===== src/sv/shamh_pkg.sv =====
`timescale 1ns / 1ps

package shamh_pkg;

    typedef logic [7:0]  byte_t;
    typedef logic [31:0] word_t;
    typedef logic [63:0] length_t;

    localparam int unsigned WORDS_PER_BLOCK = 16;
    localparam int unsigned HASH_WORDS      = 8;
    localparam int unsigned ROUNDS          = 64;

    // Padding marker byte
    localparam byte_t PAD_MARK = 8'h80;

    // Block fill position at which the length field starts
    localparam logic [5:0] LEN_START = 6'd56;

    localparam word_t INIT_HASH [HASH_WORDS] = '{
        32'h6a09e667, 32'hbb67ae85, 32'h3c6ef372, 32'ha54ff53a,
        32'h510e527f, 32'h9b05688c, 32'h1f83d9ab, 32'h5be0cd19
    };

    localparam word_t ROUND_K [ROUNDS] = '{
        32'h428a2f98, 32'h71374491, 32'hb5c0fbcf, 32'he9b5dba5,
        32'h3956c25b, 32'h59f111f1, 32'h923f82a4, 32'hab1c5ed5,
        32'hd807aa98, 32'h12835b01, 32'h243185be, 32'h550c7dc3,
        32'h72be5d74, 32'h80deb1fe, 32'h9bdc06a7, 32'hc19bf174,
        32'he49b69c1, 32'hefbe4786, 32'h0fc19dc6, 32'h240ca1cc,
        32'h2de92c6f, 32'h4a7484aa, 32'h5cb0a9dc, 32'h76f988da,
        32'h983e5152, 32'ha831c66d, 32'hb00327c8, 32'hbf597fc7,
        32'hc6e00bf3, 32'hd5a79147, 32'h06ca6351, 32'h14292967,
        32'h27b70a85, 32'h2e1b2138, 32'h4d2c6dfc, 32'h53380d13,
        32'h650a7354, 32'h766a0abb, 32'h81c2c92e, 32'h92722c85,
        32'ha2bfe8a1, 32'ha81a664b, 32'hc24b8b70, 32'hc76c51a3,
        32'hd192e819, 32'hd6990624, 32'hf40e3585, 32'h106aa070,
        32'h19a4c116, 32'h1e376c08, 32'h2748774c, 32'h34b0bcb5,
        32'h391c0cb3, 32'h4ed8aa4a, 32'h5b9cca4f, 32'h682e6ff3,
        32'h748f82ee, 32'h78a5636f, 32'h84c87814, 32'h8cc70208,
        32'h90befffa, 32'ha4506ceb, 32'hbef9a3f7, 32'hc67178f2
    };

    // Big sigma 0: rotr 2, 13, 22
    function automatic word_t big_sigma0(input word_t x);
        big_sigma0 = {x[1:0], x[31:2]} ^ {x[12:0], x[31:13]} ^ {x[21:0], x[31:22]};
    endfunction

    // Big sigma 1: rotr 6, 11, 25
    function automatic word_t big_sigma1(input word_t x);
        big_sigma1 = {x[5:0], x[31:6]} ^ {x[10:0], x[31:11]} ^ {x[24:0], x[31:25]};
    endfunction

    // Small sigma 0: rotr 7, rotr 18, shr 3
    function automatic word_t small_sigma0(input word_t x);
        small_sigma0 = {x[6:0], x[31:7]} ^ {x[17:0], x[31:18]} ^ {3'b000, x[31:3]};
    endfunction

    // Small sigma 1: rotr 17, rotr 19, shr 10
    function automatic word_t small_sigma1(input word_t x);
        small_sigma1 = {x[16:0], x[31:17]} ^ {x[18:0], x[31:19]} ^ {10'b0, x[31:10]};
    endfunction

endpackage


===== src/sv/shamh_chan_if.sv =====
`timescale 1ns / 1ps

// Message byte channel
interface shamh_in_if;
    logic                 valid;
    logic                 ready;
    shamh_pkg::byte_t     data_byte;
    logic                 byte_present;
    logic                 end_of_message;

    modport source (output valid, output data_byte, output byte_present,
                    output end_of_message, input ready);
    modport sink   (input valid, input data_byte, input byte_present,
                    input end_of_message, output ready);
endinterface

// Digest word channel
interface shamh_out_if;
    logic                 valid;
    logic                 ready;
    shamh_pkg::word_t     digest_word;
    logic                 digest_last;

    modport source (output valid, output digest_word, output digest_last, input ready);
    modport sink   (input valid, input digest_word, input digest_last, output ready);
endinterface


===== src/sv/sha256_message_hasher.sv =====
`timescale 1ns / 1ps

// SHA-256 hasher fed one message byte per request.
// Input channel in_chan: data_byte, byte_present, end_of_message. A request with
// byte_present low adds no byte; with end_of_message high it closes the message,
// so an empty message is a single request with byte_present low and
// end_of_message high.
// Output channel out_chan: eight digest words, word 0 first, digest_last on the
// eighth. After it the hasher starts a new message from the initial hash.
// Sequence: a byte that does not complete a block is written in while idle. A byte that
// completes a 64-byte block starts 64 rounds through the single round unit, one
// per cycle, then a fold of the result into the hash. A closing request pushes
// the padding bytes one at a time (0x80, zeros, 8 length bytes, 9 to 72 bytes),
// compresses each block it fills, then sends the eight digest words, one per
// cycle when the receiver takes them. Sustained throughput is set by the shared
// round unit: no request is taken while a block is compressed.
// in_chan.ready is high only while idle; the block takes one request at a time.
// While the receiver stalls, the current digest word holds and no request is
// taken. Reset loads the initial hash and clears length and byte counts.
module sha256_message_hasher (
    input  logic               clk,
    input  logic               rst_n,
    shamh_in_if.sink           in_chan,
    shamh_out_if.source        out_chan
);

    localparam logic [2:0] S_IDLE     = 3'd0;
    localparam logic [2:0] S_PAD_MARK = 3'd1;
    localparam logic [2:0] S_PAD_ZERO = 3'd2;
    localparam logic [2:0] S_PAD_LEN  = 3'd3;
    localparam logic [2:0] S_ROUND    = 3'd4;
    localparam logic [2:0] S_FOLD     = 3'd5;
    localparam logic [2:0] S_OUT      = 3'd6;

    logic [2:0]              state_reg, state_next;
    logic [2:0]              ret_reg, ret_next;
    logic [5:0]              count_reg;
    logic [5:0]              round_reg;
    logic [2:0]              out_cnt_reg;
    shamh_pkg::length_t      bit_length_reg;
    shamh_pkg::word_t        hash_reg [shamh_pkg::HASH_WORDS];
    shamh_pkg::word_t        wv_reg   [shamh_pkg::HASH_WORDS];
    shamh_pkg::word_t        win_reg  [shamh_pkg::WORDS_PER_BLOCK];

    logic                    in_fire;
    logic                    out_fire;
    logic                    wr_en;
    shamh_pkg::byte_t        wr_byte;
    logic [5:0]              count_inc;
    logic                    block_full;
    logic [2:0]              follow_state;

    shamh_pkg::word_t        w_cur, w_new, t1, t2;

    assign in_chan.ready        = (state_reg == S_IDLE);
    assign in_fire              = in_chan.valid && in_chan.ready;
    assign out_chan.valid       = (state_reg == S_OUT);
    assign out_chan.digest_word = hash_reg[0];
    assign out_chan.digest_last = (out_cnt_reg == 3'd7);
    assign out_fire             = out_chan.valid && out_chan.ready;

    assign count_inc  = count_reg + 6'd1;
    assign block_full = wr_en && (count_reg == 6'd63);

    // Select the byte to push and the state that follows it
    always_comb
    begin
        wr_en        = 1'b0;
        wr_byte      = in_chan.data_byte;
        follow_state = S_IDLE;
        unique case (state_reg) inside
            S_IDLE:
            begin
                wr_en        = in_fire && in_chan.byte_present;
                follow_state = (in_fire && in_chan.end_of_message) ? S_PAD_MARK : S_IDLE;
            end
            S_PAD_MARK:
            begin
                wr_en        = 1'b1;
                wr_byte      = shamh_pkg::PAD_MARK;
                follow_state = (count_inc == shamh_pkg::LEN_START) ? S_PAD_LEN : S_PAD_ZERO;
            end
            S_PAD_ZERO:
            begin
                wr_en        = 1'b1;
                wr_byte      = 8'h00;
                follow_state = (count_inc == shamh_pkg::LEN_START) ? S_PAD_LEN : S_PAD_ZERO;
            end
            S_PAD_LEN:
            begin
                wr_en        = 1'b1;
                wr_byte      = bit_length_reg[{~count_reg[2:0], 3'b000} +: 8];
                follow_state = (count_reg == 6'd63) ? S_OUT : S_PAD_LEN;
            end
            S_ROUND, S_FOLD, S_OUT:
            begin
                follow_state = S_IDLE;
            end
            default:
            begin
                follow_state = S_IDLE;
            end
        endcase
    end

    // Sequence bytes, rounds, fold and digest output
    always_comb
    begin
        state_next = state_reg;
        ret_next   = ret_reg;
        unique case (state_reg) inside
            S_IDLE, S_PAD_MARK, S_PAD_ZERO, S_PAD_LEN:
            begin
                if (block_full)
                begin
                    state_next = S_ROUND;
                    ret_next   = follow_state;
                end
                else
                begin
                    state_next = follow_state;
                end
            end
            S_ROUND:
            begin
                if (round_reg == 6'd63)
                    state_next = S_FOLD;
            end
            S_FOLD:
            begin
                state_next = ret_reg;
            end
            S_OUT:
            begin
                if (out_fire && (out_cnt_reg == 3'd7))
                    state_next = S_IDLE;
            end
            default:
            begin
                state_next = S_IDLE;
            end
        endcase
    end

    // Round unit: schedule word and compression step
    assign w_cur = win_reg[0];
    assign w_new = shamh_pkg::small_sigma1(win_reg[14]) + win_reg[9]
                 + shamh_pkg::small_sigma0(win_reg[1]) + win_reg[0];
    assign t1 = wv_reg[7] + shamh_pkg::big_sigma1(wv_reg[4])
              + ((wv_reg[4] & wv_reg[5]) ^ (~wv_reg[4] & wv_reg[6]))
              + shamh_pkg::ROUND_K[round_reg] + w_cur;
    assign t2 = shamh_pkg::big_sigma0(wv_reg[0])
              + ((wv_reg[0] & wv_reg[1]) ^ (wv_reg[0] & wv_reg[2])
                 ^ (wv_reg[1] & wv_reg[2]));

    // Hold control state and hash
    always_ff @(posedge clk or negedge rst_n)
    begin
        if (!rst_n)
        begin
            state_reg      <= S_IDLE;
            ret_reg        <= S_IDLE;
            count_reg      <= 6'd0;
            round_reg      <= 6'd0;
            out_cnt_reg    <= 3'd0;
            bit_length_reg <= 64'd0;
            for (int k = 0; k < shamh_pkg::HASH_WORDS; k++)
                hash_reg[k] <= shamh_pkg::INIT_HASH[k];
        end
        else
        begin
            state_reg <= state_next;
            ret_reg   <= ret_next;
            if (wr_en)
                count_reg <= count_inc;
            if (in_fire && in_chan.byte_present)
                bit_length_reg <= bit_length_reg + 64'd8;
            if (state_reg == S_ROUND)
                round_reg <= round_reg + 6'd1;
            // Fold the working variables into the hash
            if (state_reg == S_FOLD)
            begin
                for (int k = 0; k < shamh_pkg::HASH_WORDS; k++)
                    hash_reg[k] <= hash_reg[k] + wv_reg[k];
            end
            // Shift the digest out and rotate the initial hash back in
            if (out_fire)
            begin
                for (int k = 0; k < shamh_pkg::HASH_WORDS - 1; k++)
                    hash_reg[k] <= hash_reg[k + 1];
                hash_reg[shamh_pkg::HASH_WORDS - 1] <= shamh_pkg::INIT_HASH[out_cnt_reg];
                out_cnt_reg <= out_cnt_reg + 3'd1;
                if (out_cnt_reg == 3'd7)
                    bit_length_reg <= 64'd0;
            end
        end
    end

    // Pack bytes into the window, advance the schedule and working variables
    always_ff @(posedge clk)
    begin
        if (wr_en)
        begin
            if (count_reg[1:0] == 2'b00)
                win_reg[count_reg[5:2]] <= {wr_byte, 24'h000000};
            else
                win_reg[count_reg[5:2]][{~count_reg[1:0], 3'b000} +: 8] <= wr_byte;
        end
        if (block_full)
        begin
            for (int k = 0; k < shamh_pkg::HASH_WORDS; k++)
                wv_reg[k] <= hash_reg[k];
        end
        if (state_reg == S_ROUND)
        begin
            for (int k = 0; k < shamh_pkg::WORDS_PER_BLOCK - 1; k++)
                win_reg[k] <= win_reg[k + 1];
            win_reg[shamh_pkg::WORDS_PER_BLOCK - 1] <= w_new;
            for (int k = 1; k < shamh_pkg::HASH_WORDS; k++)
                wv_reg[k] <= wv_reg[k - 1];
            wv_reg[4] <= wv_reg[3] + t1;
            wv_reg[0] <= t1 + t2;
        end
    end

    // Never take a request while a digest is pending
    assert property (@(posedge clk) disable iff (!rst_n)
        in_chan.ready |-> !out_chan.valid)
        else $error("request taken while digest pending");

    // Last round leads to the fold
    assert property (@(posedge clk) disable iff (!rst_n)
        (state_reg == S_ROUND && round_reg == 6'd63) |=> (state_reg == S_FOLD))
        else $error("round sequence broken");

    // Digest starts at a block boundary
    assert property (@(posedge clk) disable iff (!rst_n)
        out_chan.valid |-> (count_reg == 6'd0 && round_reg == 6'd0))
        else $error("digest before final block done");

    // Last digest word returns to idle
    assert property (@(posedge clk) disable iff (!rst_n)
        (out_fire && out_chan.digest_last) |=> in_chan.ready)
        else $error("no return to idle after digest");

endmodule

===== src/flat_wrapper.sv =====
// flat-port wrapper written by rule: the top's interface ports become plain ports
module sha256_message_hasher_flat 
  (clk, rst_n, in_chan_valid, in_chan_data_byte, in_chan_byte_present, in_chan_end_of_message, in_chan_ready, out_chan_valid, out_chan_digest_word, out_chan_digest_last, out_chan_ready);
  shamh_in_if in_chan_i ();
  shamh_out_if out_chan_i ();
  input  logic clk;
  input  logic rst_n;
  input wire logic [$bits(in_chan_i.valid)-1:0] in_chan_valid;
  input wire logic [$bits(in_chan_i.data_byte)-1:0] in_chan_data_byte;
  input wire logic [$bits(in_chan_i.byte_present)-1:0] in_chan_byte_present;
  input wire logic [$bits(in_chan_i.end_of_message)-1:0] in_chan_end_of_message;
  output wire logic [$bits(in_chan_i.ready)-1:0] in_chan_ready;
  output wire logic [$bits(out_chan_i.valid)-1:0] out_chan_valid;
  output wire logic [$bits(out_chan_i.digest_word)-1:0] out_chan_digest_word;
  output wire logic [$bits(out_chan_i.digest_last)-1:0] out_chan_digest_last;
  input wire logic [$bits(out_chan_i.ready)-1:0] out_chan_ready;
  assign in_chan_i.valid = in_chan_valid;
  assign in_chan_i.data_byte = in_chan_data_byte;
  assign in_chan_i.byte_present = in_chan_byte_present;
  assign in_chan_i.end_of_message = in_chan_end_of_message;
  assign in_chan_ready = in_chan_i.ready;
  assign out_chan_valid = out_chan_i.valid;
  assign out_chan_digest_word = out_chan_i.digest_word;
  assign out_chan_digest_last = out_chan_i.digest_last;
  assign out_chan_i.ready = out_chan_ready;
  sha256_message_hasher u_core (.clk(clk), .rst_n(rst_n), .in_chan(in_chan_i), .out_chan(out_chan_i));
endmodule

===== config.mk =====
export PLATFORM = sky130hd
export DESIGN_NAME = sha256_message_hasher_flat
export DESIGN_NICKNAME = d
export VERILOG_FILES = /design/src/sv/shamh_pkg.sv /design/src/sv/shamh_chan_if.sv /design/src/sv/sha256_message_hasher.sv /design/src/flat_wrapper.sv
export SDC_FILE = /design/constraint.sdc
export NUM_CORES = 2
export LEC_CHECK = 0
export BUFFER_PORTS_ARGS = -buffer_cell sky130_fd_sc_hd__clkbuf_2
export CORE_UTILIZATION = 50
export DETAILED_ROUTE_END_ITERATION = 6
export PLACE_DENSITY = 0.67
export SLEW_MARGIN = 30
export SYNTH_ARGS = -nofsm -noshare
export SYNTH_HDL_FRONTEND = slang
export SYNTH_SLANG_ARGS = --single-unit

===== constraint.sdc =====
create_clock -name clk -period 10.25 [get_ports clk]
set_clock_uncertainty 0.2 [all_clocks]
set_input_delay 0 -clock clk [delete_from_list [all_inputs] [get_ports clk]]
set_output_delay 0 -clock clk [all_outputs]
set_load 0.01 [all_outputs]

==> results.sh <==
export IMPL_clk_pin_slew_ns=0.06
export IMPL_die_h_um=386
export IMPL_critPathCaptureType="flop"
export IMPL_drt_first_pass_iters=6
export IMPL_synth_area_um2=73900
export IMPL_layout_cells_non_filler=9335
export IMPL_fmax_mhz=103
export IMPL_crit_fanout=11
export IMPL_overflow=0
export IMPL_switching_share_pct=21.9
export IMPL_layout_common_cells="969 x nand2_1, 768 x edfxtp_1, 637 x a21o_1"
export IMPL_combPwrFrac_pct=0.5
export IMPL_hpwl_um=176000
export IMPL_crit_path_top_delay_cell="fa_1"
export IMPL_cts_max_path_buffers=3
export IMPL_worst_slew_pin_slew_ns=0.931
export IMPL_status="finished clean"
export IMPL_switchingPower_uw=2120
export IMPL_worst_path_buf_inv=3
export IMPL_fin_area_um2=80800
export IMPL_yosysUniqueCellTypes=96
export IMPL_p_leak_uw=0.0366
export IMPL_setup_viol=0
export IMPL_setup_tns_ns=0
export IMPL_core_um2=146000
export IMPL_antenna_found_initial=2
export IMPL_grt_pass1_wl_um=361000
export IMPL_drv_slew=0
export IMPL_hold_class="input pin to flop"
export IMPL_vias_per_cell=6.23
export IMPL_gpl_final_weighted_congestion=1.00
export IMPL_antenna_cells=0
export IMPL_area_growth_pct=9.39
export IMPL_synth_seq_cells=1106
export IMPL_min_period_ns=9.66
export IMPL_drive_gt1_share_pct=8.56
export IMPL_slew_headroom_pct=36.3
export IMPL_pin_count=49
export IMPL_crit_type="flop to flop"
export IMPL_post_route_drc_count=0
export IMPL_postRouteAntennaNets=0
export IMPL_vias=58200
export IMPL_drt_total_wl_um=240000
export IMPL_rows=140
export IMPL_irDropWorstVdd_uv=196
export IMPL_ys_warn_count=0
export IMPL_htree_num_levels=4
export IMPL_cts_sinks=1106
export IMPL_synth_edf_count=768
export IMPL_drt_iter0_drc=5969
export IMPL_synth_top_area_share_pct=31.2
export IMPL_intPower_uw=7560
export IMPL_clock_latency_ns=0.79
export IMPL_numPortBuffers=48
export IMPL_nNetsFinal=7925
export IMPL_final_common_cell="nand2_1"
export IMPL_hold_violations=0
export IMPL_critical_path_required_ns=10.56
export IMPL_die_x_um=386
export IMPL_initial_core_util_pct=50.6
export IMPL_largest_register_ffs=512
export IMPL_cpLargestDelayFamily="compound AO/OA/AOI/OAI gates"
export IMPL_syn_nets=8022
export IMPL_async_reset_ff_share_pct=30.6
export IMPL_post_drt_wl_per_cell_um=25.7
export IMPL_placed_cells_incl_taps=9069
export IMPL_syn_inst=7404
export IMPL_seq_power_share_pct=49.0
export IMPL_fin_crit_sh_pct=94.3
export IMPL_grt_setup_unrepaired="no"
export IMPL_avgSynthCellArea_um2=9.98
export IMPL_p_clk_share_pct=50.6
export IMPL_synth_largest_area_cell="edfxtp_1"
export IMPL_netlist_top_cells_area="edfxtp_1 31%, ha_1 6.9%, dfrtp_1 6.8%"
export IMPL_die_area_um2=149000
export IMPL_cts_root_buf="clkbuf_16"
export IMPL_grt_pass1_vias=55800
export IMPL_dpl_cell_area_um2=76000
export IMPL_cts_tree="built"
export IMPL_crit_arrival_ns=9.97
export IMPL_grt_max_degree=239
export IMPL_fin_hold_ws_ns=0.0606
export IMPL_synthFlopType="edfxtp_1"
export IMPL_grt_use_total_pct=31.7
export IMPL_powerDensity_nw_per_um2=120
export IMPL_worstSetupStartpointType="flop"
export IMPL_numCtsBuffers=131
export IMPL_drv_cap=0
export IMPL_worst_path_largest_cell_delay_ns=0.56
export IMPL_yosysSeqAreaShare_pct=42.9
==> metal layers <==
| metal | share of wire, % | vias up | global-route usage (%) |
|---|---|---|---|
| met4 | 3.9 | 0 | 11.4 |
| met5 | 0 | - | 0 |
| met3 | 7.2 | 455 | 5.09 |
| li1 | - | 26500 | - |
| met1 | 43 | 29000 | 44.1 |
| met2 | 46 | 2285 | 50.1 |
==> cell families (layout without fill, tap and decap cells) <==
| logic type | count (synthesis) | after routing | share of synthesized area [%] |
|---|---|---|---|
| mux | 89 | 89 | 1.51 |
| fa+ha+maj | 629 | 629 | 12.5 |
| flops | 1106 | 1106 | 42.9 |
| buf+inv | 740 | 754 | 3.93 |
| simple gates | 1915 | 1915 | 11.5 |
| compound gates | 2329 | 2329 | 20.6 |
| xor+xnor | 596 | 596 | 7.06 |
==> final timing paths <==
kind	from	endpoint	slack (ns)	cells after the start
max	u_core.round_reg[0]$_DFFE_PN0P_	u_core.wv_reg[0][29]$_DFFE_PP_	0.59	34
min	in_chan_valid	u_core.bit_length_reg[4]$_DFF_PN0_	0.06	5
max reg2reg	u_core.round_reg[0]$_DFFE_PN0P_	u_core.wv_reg[0][29]$_DFFE_PP_	0.59	34
min reg2reg	u_core.ret_reg[2]$_DFFE_PN0P_	u_core.ret_reg[2]$_DFFE_PN0P_	0.29	2
max in group asynchronous	rst_n	u_core.round_reg[3]$_DFFE_PN0P_	7.62	5
min in group asynchronous	rst_n	u_core.hash_reg[194]$_DFFE_PN1P_	0.35	3
==> repair_timing <==
action,4_1_cts,5_1_grt
gates resized for setup,0,4
endpoints found under the hold margin,595,0
hold buffers,21,0
buffers inserted,0,0
endpoints found under the setup margin,0,2
==> final cells by class <==
class	count	area, um^2
Tap cell	1917	2400
Fill cell	12800	65300
Inverter	297	1110
Timing Repair Buffer	213	1680
Clock buffer	175	3570
Multi-Input combinational cell	5558	39400
Sequential cell	1106	31700
Clock inverter	69	965
==> cells in the mapped netlist (20+ instances only) <==
library cell / count
and3_1: 41
clkbuf_1: 373
o211ai_1: 35
nand4_1: 33
nand3_1: 112
a21oi_1: 402
a22oi_1: 184
edfxtp_1: 768
mux2i_1: 52
ha_1: 409
xnor2_1: 374
o21ai_1: 66
nand2_1: 974
a211oi_1: 56
o21bai_1: 34
o21ai_0: 534
or3_1: 39
o22ai_1: 39
o21a_1: 51
buf_1: 33
a21o_1: 637
inv_1: 293
nand2b_1: 77
nor2b_1: 79
o31ai_1: 29
nor2_1: 364
dfrtp_1: 202
and2_1: 28
a31oi_1: 63
fa_1: 195
a221oi_1: 20
mux2_2: 21
nor3_1: 93
buf_4: 32
xor2_1: 222
dfstp_2: 136
maj3_1: 25
==> worst register-to-register path, delay by kind of cell, from the launching register on <==
kind	cells	cell delay [ns]
DFF	1	0.35
AOI/OAI and AO/OA	18	3.74
xor gates and xnor gates	2	0.39
buffers and inverters	3	0.55
and+or+nand+nor	4	1.06
adders and majority gates	7	3.11
==> power by group through the flow <==
| stage | clock [uW] | combinational [uW] | sequential, uW |
|---|---|---|---|
| 6_report | 4900 | 44.4 | 4740 |
| 4_1_cts | 4970 | 45.9 | 4740 |
| 2_1_floorplan | 0 | 0.0886 | 4830 |
| 3_3_place_gp | 0 | 37.9 | 4830 |
| 3_5_place_dp | 0 | 38.0 | 4830 |
| 5_1_grt | 5130 | 49.6 | 4740 |
==> metrics by stage <==
step	utilization (%)	total power (uW)	setup WS (ns)
after floorplan	-	4830	1.48
after global placement	52.0	4860	0.405
after detailed placement	52.0	4860	0.357
after CTS	55.3	9750	0.341
after global routing	55.3	9910	0.0473
final	55.3	9680	0.588
Note: power is estimated with default switching activity, not from simulation.
